===== src/vclc_pkg.sv =====
// shared types, constants and decode function of the vehicle command latch controller
`timescale 1ns / 1ps
`default_nettype none

package vclc_pkg;

    localparam int ADDR_W = 5;
    localparam int DATA_W = 32;
    localparam int POS_W  = 11;
    localparam int DUTY_W = 8;
    localparam int STEP_W = 4;

    localparam logic [POS_W-1:0] POS_MAX = 11'h7FF;

    // reset values of the configuration registers
    localparam logic [DUTY_W-1:0] DRIVE_DUTY_RST  = 8'd254;
    localparam logic [POS_W-1:0]  TILT_CENTER_RST = 11'd500;
    localparam logic [POS_W-1:0]  PAN_CENTER_RST  = 11'd700;
    localparam logic [POS_W-1:0]  TILT_MIN_RST    = 11'd400;
    localparam logic [POS_W-1:0]  TILT_MAX_RST    = 11'd900;
    localparam logic [POS_W-1:0]  PAN_MIN_RST     = 11'd50;
    localparam logic [POS_W-1:0]  PAN_MAX_RST     = 11'd1250;
    localparam logic [STEP_W-1:0] PAN_STEP_RST    = 4'd2;

    // servo positions after reset
    localparam logic [POS_W-1:0] TILT_POS_RST = 11'd500;
    localparam logic [POS_W-1:0] PAN_POS_RST  = 11'd700;

    // command characters
    localparam logic [7:0] CHAR_F = 8'h46;
    localparam logic [7:0] CHAR_B = 8'h42;
    localparam logic [7:0] CHAR_R = 8'h52;
    localparam logic [7:0] CHAR_L = 8'h4C;
    localparam logic [7:0] CHAR_U = 8'h55;
    localparam logic [7:0] CHAR_D = 8'h44;
    localparam logic [7:0] CHAR_S = 8'h53;
    localparam logic [7:0] CHAR_H = 8'h48;
    localparam logic [7:0] CHAR_G = 8'h47;
    localparam logic [7:0] CHAR_M = 8'h4D;

    typedef enum logic [3:0] {
        CMD_NONE = 4'd0,
        CMD_F    = 4'd1,
        CMD_B    = 4'd2,
        CMD_R    = 4'd3,
        CMD_L    = 4'd4,
        CMD_U    = 4'd5,
        CMD_D    = 4'd6,
        CMD_S    = 4'd7,
        CMD_H    = 4'd8
    } vclc_cmd_t;

    typedef enum logic [2:0] {
        REG_DRIVE_DUTY  = 3'd0,
        REG_TILT_CENTER = 3'd1,
        REG_PAN_CENTER  = 3'd2,
        REG_TILT_MIN    = 3'd3,
        REG_TILT_MAX    = 3'd4,
        REG_PAN_MIN     = 3'd5,
        REG_PAN_MAX     = 3'd6,
        REG_PAN_STEP    = 3'd7
    } vclc_reg_t;

    typedef struct packed {
        logic [DUTY_W-1:0] drive_duty;
        logic [POS_W-1:0]  tilt_center;
        logic [POS_W-1:0]  pan_center;
        logic [POS_W-1:0]  tilt_min;
        logic [POS_W-1:0]  tilt_max;
        logic [POS_W-1:0]  pan_min;
        logic [POS_W-1:0]  pan_max;
        logic [STEP_W-1:0] pan_step;
    } vclc_cfg_t;

    typedef struct packed {
        logic [DUTY_W-1:0] drive_ch1;
        logic [DUTY_W-1:0] drive_ch2;
        logic [DUTY_W-1:0] drive_ch3;
        logic [DUTY_W-1:0] drive_ch4;
        logic [POS_W-1:0]  tilt_position;
        logic [POS_W-1:0]  pan_position;
        logic              fire_trigger;
        logic              sweep_trigger;
        logic [3:0]        held_command;
    } vclc_result_t;

    // map a command byte to its latch code, anything unknown is none
    function automatic vclc_cmd_t decode_cmd(input logic [7:0] b);
        vclc_cmd_t c;
        case (b)
            CHAR_F:  c = CMD_F;
            CHAR_B:  c = CMD_B;
            CHAR_R:  c = CMD_R;
            CHAR_L:  c = CMD_L;
            CHAR_U:  c = CMD_U;
            CHAR_D:  c = CMD_D;
            CHAR_S:  c = CMD_S;
            CHAR_H:  c = CMD_H;
            default: c = CMD_NONE;
        endcase
        return c;
    endfunction

    function automatic logic is_drive(input vclc_cmd_t c);
        return (c == CMD_F) || (c == CMD_B) || (c == CMD_R) || (c == CMD_L);
    endfunction

endpackage

`default_nettype wire


===== src/vclc_cmd_if.sv =====
// command channel interface: one command byte per transfer
`timescale 1ns / 1ps
`default_nettype none

interface vclc_cmd_if;
    logic       valid;
    logic       ready;
    logic [7:0] command_byte;

    modport source (output valid, output command_byte, input ready);
    modport sink   (input valid, input command_byte, output ready);
endinterface

`default_nettype wire


===== src/vclc_res_if.sv =====
// result channel interface: motor duties, servo positions, triggers and latch
`timescale 1ns / 1ps
`default_nettype none

interface vclc_res_if;
    logic        valid;
    logic        ready;
    logic [7:0]  drive_ch1;
    logic [7:0]  drive_ch2;
    logic [7:0]  drive_ch3;
    logic [7:0]  drive_ch4;
    logic [10:0] tilt_position;
    logic [10:0] pan_position;
    logic        fire_trigger;
    logic        sweep_trigger;
    logic [3:0]  held_command;

    modport source (
        output valid, output drive_ch1, output drive_ch2, output drive_ch3,
        output drive_ch4, output tilt_position, output pan_position,
        output fire_trigger, output sweep_trigger, output held_command,
        input ready
    );
    modport sink (
        input valid, input drive_ch1, input drive_ch2, input drive_ch3,
        input drive_ch4, input tilt_position, input pan_position,
        input fire_trigger, input sweep_trigger, input held_command,
        output ready
    );
endinterface

`default_nettype wire


===== src/vclc_cfg.sv =====
// apb configuration register file
`timescale 1ns / 1ps
`default_nettype none

module vclc_cfg (
    input  wire logic                          clk,
    input  wire logic                          rst_n,
    input  wire logic                          psel,
    input  wire logic                          penable,
    input  wire logic                          pwrite,
    input  wire logic [vclc_pkg::ADDR_W-1:0]   paddr,
    input  wire logic [vclc_pkg::DATA_W-1:0]   pwdata,
    output logic      [vclc_pkg::DATA_W-1:0]   prdata,
    output logic                               pready,
    output vclc_pkg::vclc_cfg_t                cfg
);
    import vclc_pkg::*;

    vclc_cfg_t cfg_reg;
    vclc_reg_t reg_sel;
    logic      wr_en;

    assign pready  = 1'b1;
    assign reg_sel = vclc_reg_t'(paddr[ADDR_W-1:2]);
    assign wr_en   = psel && penable && pwrite && pready;
    assign cfg     = cfg_reg;

    // register writes in the access phase
    always_ff @(posedge clk or negedge rst_n)
    begin
        if (!rst_n)
        begin
            cfg_reg.drive_duty  <= DRIVE_DUTY_RST;
            cfg_reg.tilt_center <= TILT_CENTER_RST;
            cfg_reg.pan_center  <= PAN_CENTER_RST;
            cfg_reg.tilt_min    <= TILT_MIN_RST;
            cfg_reg.tilt_max    <= TILT_MAX_RST;
            cfg_reg.pan_min     <= PAN_MIN_RST;
            cfg_reg.pan_max     <= PAN_MAX_RST;
            cfg_reg.pan_step    <= PAN_STEP_RST;
        end
        else if (wr_en)
        begin
            case (reg_sel)
                REG_DRIVE_DUTY:  cfg_reg.drive_duty  <= pwdata[DUTY_W-1:0];
                REG_TILT_CENTER: cfg_reg.tilt_center <= pwdata[POS_W-1:0];
                REG_PAN_CENTER:  cfg_reg.pan_center  <= pwdata[POS_W-1:0];
                REG_TILT_MIN:    cfg_reg.tilt_min    <= pwdata[POS_W-1:0];
                REG_TILT_MAX:    cfg_reg.tilt_max    <= pwdata[POS_W-1:0];
                REG_PAN_MIN:     cfg_reg.pan_min     <= pwdata[POS_W-1:0];
                REG_PAN_MAX:     cfg_reg.pan_max     <= pwdata[POS_W-1:0];
                REG_PAN_STEP:    cfg_reg.pan_step    <= pwdata[STEP_W-1:0];
                default:         cfg_reg             <= cfg_reg;
            endcase
        end
    end

    // read mux
    always_comb
    begin
        prdata = '0;
        case (reg_sel)
            REG_DRIVE_DUTY:  prdata[DUTY_W-1:0] = cfg_reg.drive_duty;
            REG_TILT_CENTER: prdata[POS_W-1:0]  = cfg_reg.tilt_center;
            REG_PAN_CENTER:  prdata[POS_W-1:0]  = cfg_reg.pan_center;
            REG_TILT_MIN:    prdata[POS_W-1:0]  = cfg_reg.tilt_min;
            REG_TILT_MAX:    prdata[POS_W-1:0]  = cfg_reg.tilt_max;
            REG_PAN_MIN:     prdata[POS_W-1:0]  = cfg_reg.pan_min;
            REG_PAN_MAX:     prdata[POS_W-1:0]  = cfg_reg.pan_max;
            REG_PAN_STEP:    prdata[STEP_W-1:0] = cfg_reg.pan_step;
            default:         prdata             = '0;
        endcase
    end

endmodule

`default_nettype wire


===== src/vclc_core.sv =====
// command latch, servo positions and motor duty state with their next-state logic
`timescale 1ns / 1ps
`default_nettype none

module vclc_core (
    input  wire logic                 clk,
    input  wire logic                 rst_n,
    input  wire logic                 advance,
    input  wire logic [7:0]           command_byte,
    input  wire vclc_pkg::vclc_cfg_t  cfg,
    output vclc_pkg::vclc_result_t    result
);
    import vclc_pkg::*;

    vclc_cmd_t               latched_reg, latched_next;
    logic [POS_W-1:0]        tilt_reg, tilt_next;
    logic [POS_W-1:0]        pan_reg, pan_next;
    logic [3:0][DUTY_W-1:0]  duty_reg, duty_next;

    vclc_cmd_t               code;
    vclc_cmd_t               eff;
    logic                    is_fire;
    logic                    is_sweep;
    logic [POS_W:0]          pan_sum;
    logic [POS_W-1:0]        pan_up;
    logic [POS_W-1:0]        pan_dn;
    logic [POS_W-1:0]        step_ext;
    logic [DUTY_W-1:0]       duty;

    assign code     = decode_cmd(command_byte);
    assign is_fire  = (command_byte == CHAR_G);
    assign is_sweep = (command_byte == CHAR_M);
    assign eff      = (code != CMD_NONE) ? code : latched_reg;
    assign duty     = cfg.drive_duty;

    // pan step candidates, saturating at both ends of the range
    assign step_ext = {{(POS_W-STEP_W){1'b0}}, cfg.pan_step};
    assign pan_sum  = {1'b0, pan_reg} + {1'b0, step_ext};
    assign pan_up   = pan_sum[POS_W] ? POS_MAX : pan_sum[POS_W-1:0];
    assign pan_dn   = (pan_reg >= step_ext) ? (pan_reg - step_ext) : '0;

    // run the effective command, then toggle the latch; fire and sweep bytes leave all state unchanged
    always_comb
    begin
        latched_next = latched_reg;
        tilt_next    = tilt_reg;
        pan_next     = pan_reg;
        duty_next    = duty_reg;
        if (!is_fire && !is_sweep)
        begin
            case (eff)
                CMD_F:
                begin
                    tilt_next = cfg.tilt_center;
                    pan_next  = cfg.pan_center;
                    duty_next = {duty, 8'd0, duty, 8'd0};
                end
                CMD_B:
                begin
                    tilt_next = cfg.tilt_center;
                    pan_next  = cfg.pan_center;
                    duty_next = {8'd0, duty, 8'd0, duty};
                end
                CMD_R:
                begin
                    tilt_next = cfg.tilt_center;
                    pan_next  = cfg.pan_center;
                    duty_next = {8'd0, duty, duty, 8'd0};
                end
                CMD_L:
                begin
                    tilt_next = cfg.tilt_center;
                    pan_next  = cfg.pan_center;
                    duty_next = {duty, 8'd0, 8'd0, duty};
                end
                CMD_U:
                begin
                    duty_next = '0;
                    if (tilt_reg > cfg.tilt_min)
                        tilt_next = tilt_reg - POS_W'(1);
                end
                CMD_D:
                begin
                    duty_next = '0;
                    if (tilt_reg < cfg.tilt_max)
                        tilt_next = tilt_reg + POS_W'(1);
                end
                CMD_S:
                begin
                    duty_next = '0;
                    if (pan_reg < cfg.pan_max)
                        pan_next = pan_up;
                end
                CMD_H:
                begin
                    duty_next = '0;
                    if (pan_reg > cfg.pan_min)
                        pan_next = pan_dn;
                end
                default:
                begin
                    duty_next = duty_reg;
                end
            endcase

            if (code != CMD_NONE)
            begin
                if (latched_reg == code)
                begin
                    latched_next = CMD_NONE;
                    if (is_drive(code))
                        duty_next = '0;
                end
                else
                begin
                    latched_next = code;
                end
            end
        end
    end

    // state update on each transfer into the result stage
    always_ff @(posedge clk or negedge rst_n)
    begin
        if (!rst_n)
        begin
            latched_reg <= CMD_NONE;
            tilt_reg    <= TILT_POS_RST;
            pan_reg     <= PAN_POS_RST;
            duty_reg    <= '0;
        end
        else if (advance)
        begin
            latched_reg <= latched_next;
            tilt_reg    <= tilt_next;
            pan_reg     <= pan_next;
            duty_reg    <= duty_next;
        end
    end

    // result of this tick
    always_comb
    begin
        result.drive_ch1     = duty_next[0];
        result.drive_ch2     = duty_next[1];
        result.drive_ch3     = duty_next[2];
        result.drive_ch4     = duty_next[3];
        result.tilt_position = tilt_next;
        result.pan_position  = pan_next;
        result.fire_trigger  = is_fire;
        result.sweep_trigger = is_sweep;
        result.held_command  = latched_next;
    end

endmodule

`default_nettype wire


===== src/vehicle_command_latch_controller_core.sv =====
// top level of the vehicle command latch controller
//
// One command byte is taken per clock cycle on cmd_in and one result per command
// comes out on res_out: the byte lands in the input register, the latch, servo
// and duty state is updated in a single pass of compares and adds, and the result
// is held in the output register until taken. Both stages advance together, so a
// command can be taken every cycle as long as res_out is drained; a stalled result
// stops intake only once both stages are full. The user must write configuration
// over the APB port only while no command is in flight; the block does not check.
`timescale 1ns / 1ps
`default_nettype none

module vehicle_command_latch_controller_core (
    input  wire logic                          clk,
    input  wire logic                          rst_n,
    vclc_cmd_if.sink                           cmd_in,
    vclc_res_if.source                         res_out,
    input  wire logic                          psel,
    input  wire logic                          penable,
    input  wire logic                          pwrite,
    input  wire logic [vclc_pkg::ADDR_W-1:0]   paddr,
    input  wire logic [vclc_pkg::DATA_W-1:0]   pwdata,
    output logic      [vclc_pkg::DATA_W-1:0]   prdata,
    output logic                               pready
);
    import vclc_pkg::*;

    vclc_cfg_t    cfg;
    vclc_result_t core_result;
    vclc_result_t res_reg;
    logic         cmd_valid_reg;
    logic [7:0]   cmd_byte_reg;
    logic         res_valid_reg;
    logic         advance;

    assign advance      = cmd_valid_reg && (!res_valid_reg || res_out.ready);
    assign cmd_in.ready = !cmd_valid_reg || advance;

    vclc_cfg u_cfg (
        .clk     (clk),
        .rst_n   (rst_n),
        .psel    (psel),
        .penable (penable),
        .pwrite  (pwrite),
        .paddr   (paddr),
        .pwdata  (pwdata),
        .prdata  (prdata),
        .pready  (pready),
        .cfg     (cfg)
    );

    vclc_core u_core (
        .clk          (clk),
        .rst_n        (rst_n),
        .advance      (advance),
        .command_byte (cmd_byte_reg),
        .cfg          (cfg),
        .result       (core_result)
    );

    // input stage control
    always_ff @(posedge clk or negedge rst_n)
    begin
        if (!rst_n)
        begin
            cmd_valid_reg <= 1'b0;
        end
        else if (cmd_in.ready)
        begin
            cmd_valid_reg <= cmd_in.valid;
        end
    end

    // input stage payload
    always_ff @(posedge clk)
    begin
        if (cmd_in.valid && cmd_in.ready)
        begin
            cmd_byte_reg <= cmd_in.command_byte;
        end
    end

    // output stage control
    always_ff @(posedge clk or negedge rst_n)
    begin
        if (!rst_n)
        begin
            res_valid_reg <= 1'b0;
        end
        else if (advance)
        begin
            res_valid_reg <= 1'b1;
        end
        else if (res_out.ready)
        begin
            res_valid_reg <= 1'b0;
        end
    end

    // output stage payload
    always_ff @(posedge clk)
    begin
        if (advance)
        begin
            res_reg <= core_result;
        end
    end

    assign res_out.valid         = res_valid_reg;
    assign res_out.drive_ch1     = res_reg.drive_ch1;
    assign res_out.drive_ch2     = res_reg.drive_ch2;
    assign res_out.drive_ch3     = res_reg.drive_ch3;
    assign res_out.drive_ch4     = res_reg.drive_ch4;
    assign res_out.tilt_position = res_reg.tilt_position;
    assign res_out.pan_position  = res_reg.pan_position;
    assign res_out.fire_trigger  = res_reg.fire_trigger;
    assign res_out.sweep_trigger = res_reg.sweep_trigger;
    assign res_out.held_command  = res_reg.held_command;

endmodule

`default_nettype wire


===== src/flat_wrapper.sv =====
// flat-port wrapper written by rule: the top's interface ports become plain ports
module vehicle_command_latch_controller_core_flat import vclc_pkg::*;
  (clk, rst_n, psel, penable, pwrite, paddr, pwdata, prdata, pready, cmd_in_valid, cmd_in_command_byte, cmd_in_ready, res_out_valid, res_out_drive_ch1, res_out_drive_ch2, res_out_drive_ch3, res_out_drive_ch4, res_out_tilt_position, res_out_pan_position, res_out_fire_trigger, res_out_sweep_trigger, res_out_held_command, res_out_ready);
  vclc_cmd_if cmd_in_i ();
  vclc_res_if res_out_i ();
  input  wire logic clk;
  input  wire logic rst_n;
  input  wire logic psel;
  input  wire logic penable;
  input  wire logic pwrite;
  input  wire logic [vclc_pkg::ADDR_W-1:0] paddr;
  input  wire logic [vclc_pkg::DATA_W-1:0] pwdata;
  output logic      [vclc_pkg::DATA_W-1:0] prdata;
  output logic pready;
  input wire logic [$bits(cmd_in_i.valid)-1:0] cmd_in_valid;
  input wire logic [$bits(cmd_in_i.command_byte)-1:0] cmd_in_command_byte;
  output wire logic [$bits(cmd_in_i.ready)-1:0] cmd_in_ready;
  output wire logic [$bits(res_out_i.valid)-1:0] res_out_valid;
  output wire logic [$bits(res_out_i.drive_ch1)-1:0] res_out_drive_ch1;
  output wire logic [$bits(res_out_i.drive_ch2)-1:0] res_out_drive_ch2;
  output wire logic [$bits(res_out_i.drive_ch3)-1:0] res_out_drive_ch3;
  output wire logic [$bits(res_out_i.drive_ch4)-1:0] res_out_drive_ch4;
  output wire logic [$bits(res_out_i.tilt_position)-1:0] res_out_tilt_position;
  output wire logic [$bits(res_out_i.pan_position)-1:0] res_out_pan_position;
  output wire logic [$bits(res_out_i.fire_trigger)-1:0] res_out_fire_trigger;
  output wire logic [$bits(res_out_i.sweep_trigger)-1:0] res_out_sweep_trigger;
  output wire logic [$bits(res_out_i.held_command)-1:0] res_out_held_command;
  input wire logic [$bits(res_out_i.ready)-1:0] res_out_ready;
  assign cmd_in_i.valid = cmd_in_valid;
  assign cmd_in_i.command_byte = cmd_in_command_byte;
  assign cmd_in_ready = cmd_in_i.ready;
  assign res_out_valid = res_out_i.valid;
  assign res_out_drive_ch1 = res_out_i.drive_ch1;
  assign res_out_drive_ch2 = res_out_i.drive_ch2;
  assign res_out_drive_ch3 = res_out_i.drive_ch3;
  assign res_out_drive_ch4 = res_out_i.drive_ch4;
  assign res_out_tilt_position = res_out_i.tilt_position;
  assign res_out_pan_position = res_out_i.pan_position;
  assign res_out_fire_trigger = res_out_i.fire_trigger;
  assign res_out_sweep_trigger = res_out_i.sweep_trigger;
  assign res_out_held_command = res_out_i.held_command;
  assign res_out_i.ready = res_out_ready;
  vehicle_command_latch_controller_core u_core (.clk(clk), .rst_n(rst_n), .cmd_in(cmd_in_i), .res_out(res_out_i), .psel(psel), .penable(penable), .pwrite(pwrite), .paddr(paddr), .pwdata(pwdata), .prdata(prdata), .pready(pready));
endmodule

===== config.mk =====
export PLATFORM = sky130hd
export DESIGN_NAME = vehicle_command_latch_controller_core_flat
export DESIGN_NICKNAME = d
export VERILOG_FILES = /design/src/vclc_pkg.sv /design/src/vclc_cmd_if.sv /design/src/vclc_res_if.sv /design/src/vclc_cfg.sv /design/src/vclc_core.sv /design/src/vehicle_command_latch_controller_core.sv /design/src/flat_wrapper.sv
export SDC_FILE = /design/constraint.sdc
export NUM_CORES = 1
export LEC_CHECK = 0
export BUFFER_PORTS_ARGS = -buffer_cell sky130_fd_sc_hd__buf_2
export CAP_MARGIN = 10
export CORE_MARGIN = 5
export CORE_UTILIZATION = 40
export DETAILED_ROUTE_END_ITERATION = 8
export GPL_TIMING_DRIVEN = 0
export HOLD_SLACK_MARGIN = 0.03
export PLACE_DENSITY = 0.64
export SETUP_SLACK_MARGIN = 0.1
export SLEW_MARGIN = 20
export SYNTH_ARGS = -nofsm -noshare
export SYNTH_HDL_FRONTEND = slang
export SYNTH_SLANG_ARGS = --single-unit

===== constraint.sdc =====
create_clock -name clk -period 4 [get_ports clk]
set_input_delay 0.4 -clock clk [delete_from_list [all_inputs] [get_ports clk]]
set_output_delay 0.4 -clock clk [all_outputs]
set_load 0.03 [all_outputs]

# [Yosys cells after proc, flatten, opt, wreduce, memory -nomap -nowiden]
# Index checks and enable logic that the tools add are counted.
# W data, S select, Z words.
[word_totals] wordCells=118 input_bits=52 ff_bits=206
[classes] mux=25 n_reduce_logical=27 n_addsub=4 magnitude_cmp=5 n_eq_ne=30
[ops] operator="$pmux W32 S5" count=1
[ops] operator="$mux W32" count=4
[ops] operator="$mux W11" count=8
[ops] operator="$eq A8 B7 Y1 const B" count=10
[ops] operator="$pmux W11 S3" count=2
[ops] operator="$pmux W4 S8" count=2
[ops] operator="$pmux W4 S7" count=1
[ops] operator="$gt A11 B11 Y1" count=2
[ops] operator="$lt A11 B11 Y1" count=2
[ops] operator="$eq A4 B3 Y1 const B" count=5
[ops] operator="$pmux W3 S6" count=1
[ops] operator="$eq A4 B2 Y1 const B" count=4
[ops] operator="$mux W4" count=4
[ops] operator="$reduce_and A2 Y1" count=8
[ops] operator="$add A11 B4 Y12" count=1
[ops] operator="$eq A3 B3 Y1 const B" count=4
[ops] operator="$add A11 B1 Y11 const B" count=1
[ops] operator="$ge A11 B4 Y1" count=1
[ops] operator="$sub A11 B1 Y11 const B" count=1
[ops] operator="$sub A11 B4 Y11" count=1
[ops] operator="$eq A4 B1 Y1 const B" count=2
[ops] operator="$reduce_or A4 Y1" count=2
[ops] operator="$eq A3 B2 Y1 const B" count=2
[ops] operator="$logic_and A1 B1 Y1" count=5
[ops] operator="9 further kinds" count=17

# [Longest topological paths before layout]
[depth] ltp_word=11 mapped_depth=12 ltp_nobuf=12

# [Hierarchy]
# A second synthesis with hierarchy kept.
[hier_totals] cells_unflattened=1118 area_unflattened_um2=12410.7
[modules_own_cells] mod="vclc_core" area_per_inst_um2=6368.6 instances=1 seq_area_each_um2=1466.4 cells_per_inst=770
[modules_own_cells] mod="vclc_cfg" area_per_inst_um2=3896.2 instances=1 seq_area_each_um2=1995.7 cells_per_inst=272
[modules_own_cells] mod="vehicle_command_latch_controller_core" area_per_inst_um2=2145.8 instances=1 seq_area_each_um2=2092.0 cells_per_inst=76

# [Worst setup path after synthesis]
# No wires, ideal clock.
[synth_timing] path_type="reg-to-reg" from="register u_core.res_valid_reg, in the netlist u_core.res_out.valid" to="register u_core.u_core.tilt_reg[5]" arrival_ns=3.218 required_time_ns=3.918 slack_ns=0.700 stages_incl_launch_ff=8 n_path_buf=1 synth_period_minus_slack_ns=3.300 cell_sequence="dfrtp_1 nand2b_1 nand2_1 clkinv_1 nand2_1 nor2_1 buf_2 mux2_2"
[synth_between] elab_chain_len=3
[synth_rtl] element="start, declared" line_no="vehicle_command_latch_controller_core.sv:33" source="logic res_valid_reg;"
[synth_rtl] element="start signal, assigned" line_no="vehicle_command_latch_controller_core.sv:88" source="res_valid_reg <= 1'b0;"
[synth_rtl] element="start signal, assigned" line_no="vehicle_command_latch_controller_core.sv:92" source="res_valid_reg <= 1'b1;"
[synth_rtl] element="start signal, assigned" line_no="vehicle_command_latch_controller_core.sv:96" source="res_valid_reg <= 1'b0;"
[synth_rtl] element="$logic_not A1 Y1" line_no="vehicle_command_latch_controller_core.sv:36" source="assign advance = cmd_valid_reg && (!res_valid_reg || res_out.ready);"
[synth_rtl] element="$logic_or A1 B1 Y1" line_no="vehicle_command_latch_controller_core.sv:36"
[synth_rtl] element="$logic_and A1 B1 Y1" line_no="vehicle_command_latch_controller_core.sv:36"
[synth_rtl] element="net u_core.advance" line_no="vehicle_command_latch_controller_core.sv:34" source="logic advance;"
[synth_rtl] element="end signal, assigned" line_no="vclc_core.sv:135" source="tilt_reg <= tilt_next;"
[synth_rtl] element="end, declared" line_no="vclc_core.sv:16" source="logic [POS_W-1:0] tilt_reg, tilt_next;"
# The timed path passes the listed nets, and every way through them passes these cells.
# A chain may end at the register's enable or synchronous reset.

==> metrics.md <==
| Metric | Value |
|---|---|
| Status | completed |
| Sequential area share after synthesis | 45.8% |
| Least-Margin Pin Slew | about 1.1 ns |
| Hold Crit Class | primary input to flop |
| Grt ovf | 0 |
| Number of enable flip-flop cells after synthesis | 68 |
| Die area | 33,900 µm² |
| Die X | 184 µm |
| Period utilization | between 90% and 100% |
| Final non-filler cell area | about 14,000 µm² |
| Delay-heaviest family, CP | compound AO/OA/AOI/OAI gates |
| Clk_lat worst skew | about 0.52 ns |
| WL met3 | 2.42 mm |
| Initial antenna violation count | 0 |
| Synth cell types | 86 |
| H-Tree Depth | 1 |
| Crit Path Max Fanout | 10 |
| # rows | 63 |
| Startpoint Class | flop |
| WL/cell | around 20 µm |
| Synth Cell Area | 12,100 µm² |
| CTS Buf Count | 23 |
| CTS tree | built |
| WP buf/inv | 2 |
| VDD IR max | approximately 290 µV |
| Pleak | between 0.006 and 0.007 µW |
| Drt via density | about 5.8 |
| Max incr delay on CP | a little under 0.7 ns |
| Fin. Hold Viols | 0 |
| Worst-path clk slew | around 0.06 ns |
| Final GP Congestion | slightly below 0.9 |
| Core region area | about 30,000 µm² |
| Max Clock Freq | 269 MHz |
| Area grow syn2layout | 15.6% |
| Max-cap violations | 0 |
| Vias | about 10,000 |
| # Post-CTS Setup Buffers | 0 |
| Total wire length | ~35 mm |
| Top FF cell, synth | dfrtp_1 |
| Max Slew Vio Count | 0 |
| Setup violators final | 0 |
| WP data required | between 4 and 5 ns |
| Critical-path cell list | buf_2, or3b_1, a2111oi_2, o22ai_4, a21oi_1, a31o_2, buf_2, a22oi_1, a221oi_1 |
| Port bufs | 100 |
| Residual DRC | 0 |
| Detailed Place HPWL | 26.0 mm |
| FF+latch count, synth | between 200 and 250 |
| Starting Density | between 40% and 50% |
| 1st-iter DRT viols | between 900 and 1,000 |
| Area of the multi-input gates | between 5000 and 6000 µm² |
| Synth Warn # | 0 |
| Vias in the first global route | about 9,500 |
| Pwr Density | around 560 nW/µm² |
| TritonRoute pass-1 iters | 6 |
| Clock sinks | between 200 and 250 |
| Die Y-Extent | ~180 µm |
| Nets@finish | 1,435 |
| First-pass GRT wire length | ~55 mm |
| Placed instance area | about 13,000 µm² |
| Relative slew slack | between 20 and 30% |
| Ant diodes | 0 |
| WL met2 | around 16 mm |
| Largest net degree at the start of global routing | 95 |
| Final Skew | ~0.01 ns |
| Endpoint type of the worst setup path | flop |
| Clk root buf | clkbuf_16 |
| Gr usage total | slightly above 20% |
| Worst EP arrival | approximately 4.0 ns |
| Number of routed nets with antenna violations | 0 |
| CP most frequent cell | buf_2 |
| Crit Path Class | flop to flop |
| Asr flop ratio synth | 67.0% |
| Unrepaired setup endpoints after global routing | no |
| Syn Area/Cell | between 10 and 15 µm² |
| Share of cells above drive strength 1 | between 20% and 30% |
| Slowest CP cell | a2111oi_2 |
| Number of flip-flops in the largest register | a little under 80 |
| Top Layer Used | met4 |
| Min Clock Period, post-route | between 3 and 4 ns |
| I/O pins | between 100 and 150 |
| Gate count after technology mapping | between 1,000 and 1,500 |
| M1 WL | ~16 mm |
| Storage element area | roughly 5600 µm² |
| Clk buf depth | 3 |
| Final core occ | between 40% and 50% |
| Fillers | roughly 2,800 |
-- layer usage --
| layer | GRT usage (%) | vias to the layer above |
|---|---|---|
| met1 | 29.2 | 4896 |
| met4 | 5.65 | 0 |
| met2 | 32.0 | 383 |
| li1 | - | 4646 |
| met3 | 3.39 | 54 |
| met5 | 0 | - |
-- Yosys cell counts, drive strengths merged, types with 5 or more instances --
library cell / instances / area [µm²]
nand2: 107 / 402
a221oi: 6 / 52.6
a22o: 61 / 534
nor2b: 10 / 62.6
a31o: 7 / 61.3
a22oi: 8 / 60.1
a2bb2oi: 7 / 61.3
inv: 60 / 225
dfrtp: 91 / 2280
a32o: 10 / 100
o31ai: 8 / 60.1
or3: 7 / 48.8
a21o: 17 / 128
mux4: 5 / 113
a31oi: 14 / 87.6
o31a: 5 / 43.8
mux2i: 19 / 190
xor2: 7 / 61.3
a21oi: 49 / 268
and3: 9 / 56.3
nor4: 10 / 90.1
o21a: 6 / 52.6
o21ai: 96 / 480
ha: 52 / 651
xnor2: 7 / 61.3
a211oi: 8 / 65.1
nor2: 73 / 277
o22ai: 11 / 75.1
nand4: 10 / 62.6
clkbuf: 45 / 169
buf: 48 / 313
nor3: 23 / 120
nand3: 21 / 105
dfstp: 47 / 1230
mux2: 57 / 646
nand2b: 14 / 87.6
edfxtp: 68 / 2040
o2bb2ai: 7 / 61.3
-- cell families after synthesis --
kind of cell	synth area share, %
AOI/OAI and AO/OA	20.9
xor gates and xnor gates	1.01
adders and majority gates	5.70
buffers and inverters	5.86
DFF	45.8
muxes	7.82
other	0.0619
and+or+nand+nor	12.8
-- final timing paths --
path,from,end,slack (ns),cells past startpoint
min reg2reg,u_core.u_core.duty_reg[1],u_core.u_core.duty_reg[1],0.50,1
max in group asynchronous,rst_n,u_core.u_core.tilt_reg[5],2.80,3
max,u_core.cmd_byte_reg[3],u_core.res_out.tilt_position[9],0.29,9
min,cmd_in_command_byte[3],u_core.cmd_byte_reg[3],0.05,1
min in group asynchronous,rst_n,u_core.u_core.duty_reg[10],0.38,2
max reg2reg,u_core.cmd_byte_reg[3],u_core.res_out.tilt_position[9],0.29,9
-- cells in the final DEF, fill, tap and decap left out, drive strengths merged, types with 17 or more instances in the layout --
cell type and count:
mux2i 19, a21oi 49, nand3 21, buf 149, clkbuf 72, a22o 61
ha 52, nand2 107, edfxtp 68, inv 61, conb 22, nor2 73
mux2 57, dfstp 47, o21ai 96, nor3 23, dfrtp 91, a21o 17
-- cell type report --
type | instances | share of cell area, %
clock inverter | 14 | 0.991
timing repair buffer | 102 | 3.91
multi-input combinational | 842 | 42.6
clock buffer | 27 | 4.29
inverter | 61 | 1.67
tap | 390 | 3.48
buffer | 93 | 3.44
sequential | 206 | 39.6
-- where the power goes --
| part | switching [µW] | internal [µW] |
|---|---|---|
| Sequential | 338 | 2730 |
| Clock | 890 | 1210 |
| Combinational | 1690 | 1020 |
| Total | 2920 | 4950 |
-- timing repair --
item	in CTS	in global routing
gates resized for setup	1	4
hold buffers	1	0
setup endpoints to repair	5	12
endpoints found under the hold margin	39	0
-- stage by stage --
stage | hold WS [ns] | TNS, ns | setup WS [ns] | std cells | total power [µW]
after floorplan | 0.104 | 0 | 0.700 | 1202 | 4940
after global placement | 0.474 | -19.68 | -0.688 | 1692 | 5700
after detailed placement | 0.332 | -0.0363 | -0.0204 | 1693 | 5750
after CTS | 0.0406 | 0 | 0.291 | 1735 | 7880
after global routing | 0.0444 | 0 | 0.143 | 1735 | 8330
final | 0.0532 | 0 | 0.285 | 1735 | 7870
Power figures use the tool's default switching activity.
